[config.mk]
export PLATFORM = sky130hd
export DESIGN_NAME = circular_queue_flat
export DESIGN_NICKNAME = d
export VERILOG_FILES = /design/src/design/cq_pkg.sv /design/src/design/cq_in_if.sv /design/src/design/cq_out_if.sv /design/src/design/cq_cfg_if.sv /design/src/design/circular_queue.sv /design/src/design/cq_ram.sv /design/src/design/cq_ctrl.sv /design/src/design/cq_datapath.sv /design/src/flat_wrapper.sv
export SDC_FILE = /design/constraint.sdc
export NUM_CORES = 2
export LEC_CHECK = 0
export ABC_AREA = 1
export BUFFER_PORTS_ARGS = -buffer_cell sky130_fd_sc_hd__buf_2
export CAP_MARGIN = 20
export CORE_MARGIN = 1.5
export CORE_UTILIZATION = 30
export CTS_CLUSTER_DIAMETER = 150
export CTS_CLUSTER_SIZE = 25
export DETAILED_ROUTE_END_ITERATION = 10
export GPL_TIMING_DRIVEN = 1
export MAX_ROUTING_LAYER = met4
export PLACE_DENSITY = 0.42
export SLEW_MARGIN = 10
export SYNTH_ARGS = -nofsm -noshare
export SYNTH_HDL_FRONTEND = slang
export SYNTH_SLANG_ARGS = --single-unit
[constraint.sdc]
create_clock -name clk_i -period 10.6 [get_ports clk_i]
set_clock_uncertainty 0.2 [all_clocks]
set_input_delay 1.06 -clock clk_i [delete_from_list [all_inputs] [get_ports clk_i]]
set_output_delay 1.06 -clock clk_i [all_outputs]
set_load 0.05 [all_outputs]
[src/design/cq_pkg.sv]
// ----------------------------------------------------------------------------
// cq_pkg
// Shared widths, codes and controller/datapath bundles of the circular queue.
// ----------------------------------------------------------------------------
`default_nettype none

package cq_pkg;

  localparam int unsigned WORD_W = 32;
  localparam int unsigned CAP_W  = 7;
  localparam int unsigned OP_W   = 2;
  localparam int unsigned STAT_W = 2;

  typedef enum logic [OP_W-1:0] {
    OP_ENQ  = 2'd0,
    OP_DEQ  = 2'd1,
    OP_PEEK = 2'd2,
    OP_DISP = 2'd3
  } opcode_e;

  typedef enum logic [STAT_W-1:0] {
    ST_OK       = 2'd0,
    ST_OVERFLOW = 2'd1,
    ST_EMPTY    = 2'd2
  } status_e;

  // commands from the controller to the datapath
  typedef struct packed {
    logic    enq;
    logic    deq;
    logic    rd_head;
    logic    rd_next;
    logic    ld_err;
    logic    ld_enq;
    logic    ld_ram;
    logic    disp;
    status_e err_code;
  } dp_cmd_t;

  // status from the datapath to the controller
  typedef struct packed {
    logic empty;
    logic full;
    logic walk_last;
  } dp_stat_t;

endpackage

`default_nettype wire

[src/design/cq_in_if.sv]
// ----------------------------------------------------------------------------
// cq_in_if
// Request channel: opcode and value under a valid/ready handshake.
// ----------------------------------------------------------------------------
`default_nettype none

interface cq_in_if;
  logic                              valid;
  logic                              ready;
  logic [cq_pkg::OP_W-1:0]           opcode;
  logic signed [cq_pkg::WORD_W-1:0]  value;

  modport source (output valid, output opcode, output value, input ready);
  modport sink   (input valid, input opcode, input value, output ready);
endinterface

`default_nettype wire

[src/design/cq_out_if.sv]
// ----------------------------------------------------------------------------
// cq_out_if
// Result channel: status, data and queue flags under a valid/ready handshake.
// ----------------------------------------------------------------------------
`default_nettype none

interface cq_out_if;
  logic                              valid;
  logic                              ready;
  logic [cq_pkg::STAT_W-1:0]         status;
  logic signed [cq_pkg::WORD_W-1:0]  data;
  logic                              is_empty;
  logic                              is_full;
  logic                              last;

  modport source (output valid, output status, output data, output is_empty,
                  output is_full, output last, input ready);
  modport sink   (input valid, input status, input data, input is_empty,
                  input is_full, input last, output ready);
endinterface

`default_nettype wire

[src/design/cq_cfg_if.sv]
// ----------------------------------------------------------------------------
// cq_cfg_if
// Configuration write channel for the capacity register.
// ----------------------------------------------------------------------------
`default_nettype none

interface cq_cfg_if;
  logic                     valid;
  logic                     ready;
  logic [cq_pkg::CAP_W-1:0] capacity;

  modport source (output valid, output capacity, input ready);
  modport sink   (input valid, input capacity, output ready);
endinterface

`default_nettype wire

[src/design/circular_queue.sv]
// ----------------------------------------------------------------------------
// circular_queue
// Circular FIFO of signed 32-bit words with a programmable capacity.
// ----------------------------------------------------------------------------
// Channels: in_i takes requests (opcode, value), out_o gives results (status,
// data, is_empty, is_full, last), cfg_i writes the capacity register. Writing
// the capacity also empties the queue; cfg_i is always ready. The user must
// see that cfg_i is written only while no request is in flight; the block
// does not enforce this. One request is handled at a time. Enqueue and every
// error give a single result in the cycle after the request transfer. Dequeue
// and peek read the slot RAM first and show their result through the
// registered RAM read and then the result register. Display shows each word
// the same way, the first after the request transfer and each further one
// after the previous result transfer; last marks the newest word.
// in_i is ready again the cycle after the final result transfers.
// A stalled receiver holds the result in the output register; nothing else
// moves until it transfers. Reset empties the queue and sets the capacity to
// DEPTH; slot contents are not cleared.
// ----------------------------------------------------------------------------
`default_nettype none

module circular_queue #(
  parameter int unsigned DEPTH = 64
) (
  input  wire logic clk_i,
  input  wire logic rst_ni,
  cq_in_if.sink     in_i,
  cq_out_if.source  out_o,
  cq_cfg_if.sink    cfg_i
);

  cq_pkg::dp_cmd_t  cmd;
  cq_pkg::dp_stat_t stat;

  assign cfg_i.ready = 1'b1;

  cq_ctrl u_ctrl (
    .clk_i       (clk_i),
    .rst_ni      (rst_ni),
    .in_valid_i  (in_i.valid),
    .opcode_i    (in_i.opcode),
    .in_ready_o  (in_i.ready),
    .out_valid_o (out_o.valid),
    .out_ready_i (out_o.ready),
    .stat_i      (stat),
    .cmd_o       (cmd)
  );

  cq_datapath #(
    .DEPTH (DEPTH)
  ) u_dp (
    .clk_i      (clk_i),
    .rst_ni     (rst_ni),
    .cfg_we_i   (cfg_i.valid),
    .cfg_cap_i  (cfg_i.capacity),
    .value_i    (in_i.value),
    .cmd_i      (cmd),
    .stat_o     (stat),
    .status_o   (out_o.status),
    .data_o     (out_o.data),
    .is_empty_o (out_o.is_empty),
    .is_full_o  (out_o.is_full),
    .last_o     (out_o.last)
  );

endmodule

`default_nettype wire

[src/design/cq_ram.sv]
// ----------------------------------------------------------------------------
// cq_ram
// Generic single-write, single-read RAM with registered read data.
// ----------------------------------------------------------------------------
`default_nettype none

module cq_ram #(
  parameter int unsigned WIDTH = 32,
  parameter int unsigned DEPTH = 64,
  localparam int unsigned AW   = (DEPTH > 1) ? $clog2(DEPTH) : 1
) (
  input  wire logic             clk_i,
  input  wire logic             we_i,
  input  wire logic [AW-1:0]    waddr_i,
  input  wire logic [WIDTH-1:0] wdata_i,
  input  wire logic             re_i,
  input  wire logic [AW-1:0]    raddr_i,
  output logic      [WIDTH-1:0] rdata_o
);

  logic [WIDTH-1:0] mem_q [DEPTH];
  logic [WIDTH-1:0] rdata_q;

  always_ff @(posedge clk_i) begin
    if (we_i) begin
      mem_q[waddr_i] <= wdata_i;
    end
    if (re_i) begin
      rdata_q <= mem_q[raddr_i];
    end
  end

  assign rdata_o = rdata_q;

endmodule

`default_nettype wire

[src/design/cq_ctrl.sv]
// ----------------------------------------------------------------------------
// cq_ctrl
// Controller: takes one request at a time, sequences slot reads and results.
// ----------------------------------------------------------------------------
`default_nettype none

module cq_ctrl (
  input  wire logic                    clk_i,
  input  wire logic                    rst_ni,
  input  wire logic                    in_valid_i,
  input  wire logic [cq_pkg::OP_W-1:0] opcode_i,
  output logic                         in_ready_o,
  output logic                         out_valid_o,
  input  wire logic                    out_ready_i,
  input  wire cq_pkg::dp_stat_t        stat_i,
  output cq_pkg::dp_cmd_t              cmd_o
);

  typedef enum logic [2:0] {
    S_IDLE = 3'b001,
    S_READ = 3'b010,
    S_OUT  = 3'b100
  } state_e;

  state_e state_q, state_d;
  logic   disp_q, disp_d;

  always_comb begin
    state_d      = state_q;
    disp_d       = disp_q;
    in_ready_o   = 1'b0;
    out_valid_o  = 1'b0;
    cmd_o        = '0;
    cmd_o.err_code = cq_pkg::ST_OK;
    cmd_o.disp   = disp_q;

    unique case (state_q)
      S_IDLE: begin
        in_ready_o = 1'b1;
        if (in_valid_i) begin
          disp_d = 1'b0;
          unique case (cq_pkg::opcode_e'(opcode_i))
            cq_pkg::OP_ENQ: begin
              if (stat_i.full) begin
                cmd_o.ld_err   = 1'b1;
                cmd_o.err_code = cq_pkg::ST_OVERFLOW;
              end else begin
                cmd_o.enq    = 1'b1;
                cmd_o.ld_enq = 1'b1;
              end
              state_d = S_OUT;
            end
            cq_pkg::OP_DEQ, cq_pkg::OP_PEEK, cq_pkg::OP_DISP: begin
              if (stat_i.empty) begin
                cmd_o.ld_err   = 1'b1;
                cmd_o.err_code = cq_pkg::ST_EMPTY;
                state_d        = S_OUT;
              end else begin
                cmd_o.rd_head = 1'b1;
                cmd_o.deq     = (cq_pkg::opcode_e'(opcode_i) == cq_pkg::OP_DEQ);
                disp_d        = (cq_pkg::opcode_e'(opcode_i) == cq_pkg::OP_DISP);
                state_d       = S_READ;
              end
            end
            default: state_d = S_IDLE;
          endcase
        end
      end
      S_READ: begin
        cmd_o.ld_ram = 1'b1;
        state_d      = S_OUT;
      end
      S_OUT: begin
        out_valid_o = 1'b1;
        if (out_ready_i) begin
          // display walks on until the newest word has gone out
          if (disp_q && !stat_i.walk_last) begin
            cmd_o.rd_next = 1'b1;
            state_d       = S_READ;
          end else begin
            state_d = S_IDLE;
          end
        end
      end
      default: state_d = S_IDLE;
    endcase
  end

  always_ff @(posedge clk_i or negedge rst_ni) begin
    if (!rst_ni) begin
      state_q <= S_IDLE;
      disp_q  <= 1'b0;
    end else begin
      state_q <= state_d;
      disp_q  <= disp_d;
    end
  end

endmodule

`default_nettype wire

[src/design/cq_datapath.sv]
// ----------------------------------------------------------------------------
// cq_datapath
// Head, tail and walk pointers, capacity, slot RAM and the result register.
// ----------------------------------------------------------------------------
`default_nettype none

module cq_datapath #(
  parameter int unsigned DEPTH = 64
) (
  input  wire logic                              clk_i,
  input  wire logic                              rst_ni,
  input  wire logic                              cfg_we_i,
  input  wire logic [cq_pkg::CAP_W-1:0]          cfg_cap_i,
  input  wire logic signed [cq_pkg::WORD_W-1:0]  value_i,
  input  wire cq_pkg::dp_cmd_t                   cmd_i,
  output cq_pkg::dp_stat_t                       stat_o,
  output logic [cq_pkg::STAT_W-1:0]              status_o,
  output logic signed [cq_pkg::WORD_W-1:0]       data_o,
  output logic                                   is_empty_o,
  output logic                                   is_full_o,
  output logic                                   last_o
);

  localparam int unsigned IDX_W = (DEPTH > 1) ? $clog2(DEPTH) : 1;
  localparam int unsigned CNT_W = $clog2(DEPTH + 1);

  logic [IDX_W-1:0] head_q, tail_q, walk_q;
  logic [IDX_W-1:0] head_nxt, tail_nxt, walk_nxt;
  logic [CNT_W-1:0] cap_q, cap_eff;
  logic             empty_q, full;

  cq_pkg::status_e                  status_q;
  logic signed [cq_pkg::WORD_W-1:0] data_q;
  logic                             last_q;

  logic                       ram_we, ram_re;
  logic [IDX_W-1:0]           ram_waddr, ram_raddr;
  logic [cq_pkg::WORD_W-1:0]  ram_rdata;

  // step an index and wrap it at the capacity
  function automatic logic [IDX_W-1:0] next_idx(input logic [IDX_W-1:0] idx,
                                                input logic [CNT_W-1:0] cap);
    logic [CNT_W-1:0] inc;
    inc = CNT_W'(idx) + CNT_W'(1);
    if (inc == cap) begin
      return '0;
    end
    return inc[IDX_W-1:0];
  endfunction

  assign head_nxt = next_idx(head_q, cap_q);
  assign tail_nxt = next_idx(tail_q, cap_q);
  assign walk_nxt = next_idx(walk_q, cap_q);
  assign full     = !empty_q && (tail_nxt == head_q);

  // zero reads as one, anything above the slot count saturates
  always_comb begin
    if (cfg_cap_i == '0) begin
      cap_eff = CNT_W'(1);
    end else if (cfg_cap_i > cq_pkg::CAP_W'(DEPTH)) begin
      cap_eff = CNT_W'(DEPTH);
    end else begin
      cap_eff = cfg_cap_i[CNT_W-1:0];
    end
  end

  always_ff @(posedge clk_i or negedge rst_ni) begin
    if (!rst_ni) begin
      head_q  <= '0;
      tail_q  <= '0;
      walk_q  <= '0;
      empty_q <= 1'b1;
      cap_q   <= CNT_W'(DEPTH);
    end else if (cfg_we_i) begin
      head_q  <= '0;
      tail_q  <= '0;
      empty_q <= 1'b1;
      cap_q   <= cap_eff;
    end else begin
      if (cmd_i.enq) begin
        if (empty_q) begin
          head_q  <= '0;
          tail_q  <= '0;
          empty_q <= 1'b0;
        end else begin
          tail_q <= tail_nxt;
        end
      end
      if (cmd_i.deq) begin
        if (head_q == tail_q) begin
          head_q  <= '0;
          tail_q  <= '0;
          empty_q <= 1'b1;
        end else begin
          head_q <= head_nxt;
        end
      end
      if (cmd_i.rd_head) begin
        walk_q <= head_q;
      end else if (cmd_i.rd_next) begin
        walk_q <= walk_nxt;
      end
    end
  end

  assign ram_we    = cmd_i.enq;
  assign ram_waddr = empty_q ? '0 : tail_nxt;
  assign ram_re    = cmd_i.rd_head | cmd_i.rd_next;
  assign ram_raddr = cmd_i.rd_head ? head_q : walk_nxt;

  cq_ram #(
    .WIDTH (cq_pkg::WORD_W),
    .DEPTH (DEPTH)
  ) u_ram (
    .clk_i   (clk_i),
    .we_i    (ram_we),
    .waddr_i (ram_waddr),
    .wdata_i (value_i),
    .re_i    (ram_re),
    .raddr_i (ram_raddr),
    .rdata_o (ram_rdata)
  );

  always_ff @(posedge clk_i) begin
    if (cmd_i.ld_err) begin
      status_q <= cmd_i.err_code;
      data_q   <= '0;
      last_q   <= 1'b1;
    end else if (cmd_i.ld_enq) begin
      status_q <= cq_pkg::ST_OK;
      data_q   <= value_i;
      last_q   <= 1'b1;
    end else if (cmd_i.ld_ram) begin
      status_q <= cq_pkg::ST_OK;
      data_q   <= ram_rdata;
      last_q   <= !cmd_i.disp || (walk_q == tail_q);
    end
  end

  assign stat_o.empty     = empty_q;
  assign stat_o.full      = full;
  assign stat_o.walk_last = (walk_q == tail_q);

  // pointers are settled while a result waits, so the flags are live
  assign status_o   = status_q;
  assign data_o     = data_q;
  assign last_o     = last_q;
  assign is_empty_o = empty_q;
  assign is_full_o  = full;

endmodule

`default_nettype wire

[src/flat_wrapper.sv]
// flat-port wrapper written by rule: the top's interface ports become plain ports
module circular_queue_flat 
#(
  parameter int unsigned DEPTH = 64
)
  (clk_i, rst_ni, in_i_valid, in_i_opcode, in_i_value, in_i_ready, out_o_valid, out_o_status, out_o_data, out_o_is_empty, out_o_is_full, out_o_last, out_o_ready, cfg_i_valid, cfg_i_capacity, cfg_i_ready);
  cq_in_if in_i_i ();
  cq_out_if out_o_i ();
  cq_cfg_if cfg_i_i ();
  input  wire logic clk_i;
  input  wire logic rst_ni;
  input wire logic [$bits(in_i_i.valid)-1:0] in_i_valid;
  input wire logic [$bits(in_i_i.opcode)-1:0] in_i_opcode;
  input wire logic [$bits(in_i_i.value)-1:0] in_i_value;
  output wire logic [$bits(in_i_i.ready)-1:0] in_i_ready;
  output wire logic [$bits(out_o_i.valid)-1:0] out_o_valid;
  output wire logic [$bits(out_o_i.status)-1:0] out_o_status;
  output wire logic [$bits(out_o_i.data)-1:0] out_o_data;
  output wire logic [$bits(out_o_i.is_empty)-1:0] out_o_is_empty;
  output wire logic [$bits(out_o_i.is_full)-1:0] out_o_is_full;
  output wire logic [$bits(out_o_i.last)-1:0] out_o_last;
  input wire logic [$bits(out_o_i.ready)-1:0] out_o_ready;
  input wire logic [$bits(cfg_i_i.valid)-1:0] cfg_i_valid;
  input wire logic [$bits(cfg_i_i.capacity)-1:0] cfg_i_capacity;
  output wire logic [$bits(cfg_i_i.ready)-1:0] cfg_i_ready;
  assign in_i_i.valid = in_i_valid;
  assign in_i_i.opcode = in_i_opcode;
  assign in_i_i.value = in_i_value;
  assign in_i_ready = in_i_i.ready;
  assign out_o_valid = out_o_i.valid;
  assign out_o_status = out_o_i.status;
  assign out_o_data = out_o_i.data;
  assign out_o_is_empty = out_o_i.is_empty;
  assign out_o_is_full = out_o_i.is_full;
  assign out_o_last = out_o_i.last;
  assign out_o_i.ready = out_o_ready;
  assign cfg_i_i.valid = cfg_i_valid;
  assign cfg_i_i.capacity = cfg_i_capacity;
  assign cfg_i_ready = cfg_i_i.ready;
  circular_queue #(.DEPTH(DEPTH)) u_core (.clk_i(clk_i), .rst_ni(rst_ni), .in_i(in_i_i), .out_o(out_o_i), .cfg_i(cfg_i_i));
endmodule
==> results.cfg <==
[run_status]
status = complete, no violations

[die]
fp.dieW_um = 565
initial_core_util_pct = 30.1
die-area_mm2 = 0.319
coreArea_mm2 = 0.314
ioPinCount = 86
rows = 206
die_h_um = 565

[layout]
drive_gt1_share_pct = 5.42
final_cells = 12708
area_growth_pct = 8.38
fin_area_mm2 = 0.103
final_util_pct = 32.6
fin_nets = 8513
fill_cells = 31745

[setup_path]
cp_slowest_cell = buf_4
path_common_cell = nand3_1
r2r_cells = 15
critical-path-max-stage-delay_ns = 0.87
r2r_slack_ns = 4.19
cp.required_ns = 10.93
crit_path_end = u_core.u_dp.u_ram.rdata_o[3]
r2r_start = u_core.u_ctrl.state_q[0]
end_kind = flop
startpoint_type = flop
r2r-end = u_core.u_dp.u_ram.rdata_o[3]
crit_type = reg -> reg
critPathMaxFanout = 133
cp-startpoint = u_core.u_ctrl.state_q[0]
cp.arrival_ns = 6.74
path_cells = inv_1, nor3_2, inv_1, nor3_2, nand2_4, nand2_8, buf_4, buf_12, nand2_1, nand3_1, nand3_1, nand3_1, nand3_1, nand3_1, nand2_1

[timing]
tns_ns = 0
fin_crit_sh_pct = 60.5
fmax_mhz = 156
fin_crit_ns = 6.41
fin_hold_ws_ns = 0.104
relSlewSlack_pct = 25.0
rsz0062_at_grt = false
worst_pin_slew_ns = 1.12
slew_violations = 0
setup_viol_count_final = 0
hold_viol = 0
layout_setup_ws_ns = 4.19

[yosys]
syn-cell-area_mm2 = 0.0946
ys_seq_area_share_pct = 67.6
ys.warnings.count = 0
async_flop_share_pct = 1.40
synth_flop_cell = edfxtp_1
yosys-top-cells-count = nand3_1, edfxtp_1, nand2_1
syn-num-nets = 8713
ys_seq_elements = 2145
synth.distinct_cells = 45
synth_area_leaders = edfxtp_1, nand3_1, nand2_1, nand3b_1, inv_1
synth_largest_area_cell = edfxtp_1
synth_area_per_cell_um2 = 10.9
synth_edf_count = 2082
syn-instance-count = 8664
yosysMostFrequentCell = nand3_1
yosys.area.top_type_share_pct = 66.1

[drt]
vias_per_cell = 4.97
vias = 63117
firstDrtPassIters = 6
routed_wl_um = 316000
drtAntennaViolNets = 0
drc = 0
met2_length_um = 147000
met1_length_um = 146000
drt_iter0_drc = 6048
highest_layer = met4
wl_met3_um = 17200
wl_per_cell_um = 24.8

[clocking]
clock_sinks = 2145
tritoncts = yes
postCtsResizedCells = 0
clkSlewWorstSetupHoldPaths_ns = 0.11
clk_path_buf_depth = 3
insertion_delay_ns = 0.80
cts_hold_buffers = 0
htreeDepth = 3
clockRootBuffer = clkbuf_16
cts_made_buffers = 96
cts_setup_buffers = 0

[global_routing]
grt_pass1_wl_um = 452000
grt_max_degree = 169
grt_pass1_vias = 60572
track_usage_pct = 20.1
grt_overflow = 0
antenna_found_initial = 18

[place]
routabilityCongestion = 0.796
placedCellCount = 12525
dp.final_hpwl_um = 163000
io_buffer_count = 84
place_area_mm2 = 0.0997
pre_cts_ws_ns = 3.49

[hold_path]
hold_class = in -> async

[flow_run]
maxCapViolCount = 0

[pwr]
power_mw = 19.8
leakagePower_nw = 39.0
ir_drop_mv = 0.177
power_density_mw_per_mm2 = 193
## final cells by class
type	count	area, um^2	share of cell area (%)
Sequential cell	2145	63900	62.4
Timing Repair Buffer	267	1950	1.90
Inverter	1275	4800	4.69
Multi-Input combinational cell	4679	23800	23.2
Clock inverter	8	121	0.118
Tap cell	4160	5200	5.08
Antenna cell	9	22.5	0.0220
Clock buffer	165	2680	2.62
## state kept, by name, indices dropped and copies added, names as in the netlist, 2 cells and up
register,cells
u_core.u_dp.data_o,32
u_core.u_ctrl.state_q,3
u_core.u_dp.head_q,6
u_core.u_dp.u_ram.rdata_o,32
u_core.u_dp.walk_q,6
u_core.u_dp.status_o,2
u_core.u_dp.u_ram.mem_q,2048
u_core.u_dp.tail_q,6
u_core.u_dp.cap_q,7
## power breakdown
part	leakage (nW)	total, mW	switching (mW)	internal (mW)
clock	1.33	4.55	2.79	1.76
combinational	18.2	5.72	4.24	1.48
sequential	19.4	9.49	0.0926	9.40
total	39.0	19.8	7.12	12.6
## worst max-delay path: cells and delay by family (launching register included)
| family | cells | cell delay [ns] |
|---|---|---|
| flops | 1 | 0.55 |
| simple gates | 11 | 3.42 |
| buf+inv | 4 | 1.66 |
## cell usage in the layout, fill, tap and decap left out, drive strengths merged, types with 9 or more instances in the layout
cell | netlist | final
o21ai | 28 | 28
nand3b | 704 | 704
clkbuf | 187 | 165
inv | 1274 | 1275
edfxtp | 2082 | 2082
diode | 0 | 9
dfrtp | 27 | 27
nand3 | 2180 | 2180
buf | 378 | 267
nand2 | 1522 | 1522
dfxtp | 33 | 33
nor2 | 185 | 185
## cell families after synthesis
family	synth area share, %
adders and majority gates	0.0397
xor gates and xnor gates	0.110
DFF	67.6
AOI/OAI and AO/OA	0.358
and+or+nand+nor	24.1
buffers and inverters	7.85
other	0.00396
## routing by layer
metal	vias to the layer above	global-route usage (%)
met5	-	-
met4	0	4.30
met3	306	2.60
met2	1710	31.8
met1	32096	27.5
li1	29005	-
## worst min path at each step
stage,endpoint,cells past startpoint,from
6_report,u_core.u_ctrl.disp_q,1,rst_ni
5_1_grt,u_core.u_dp.cap_q[3],1,rst_ni
4_1_cts,u_core.u_ctrl.disp_q,1,rst_ni
3_5_place_dp,u_core.u_dp.last_o,2,u_core.u_dp.last_o
3_3_place_gp,u_core.u_dp.last_o,2,u_core.u_dp.last_o
2_1_floorplan,u_core.u_ctrl.disp_q,2,u_core.u_ctrl.disp_q
No activity file was read; power rests on OpenSTA's default activity.
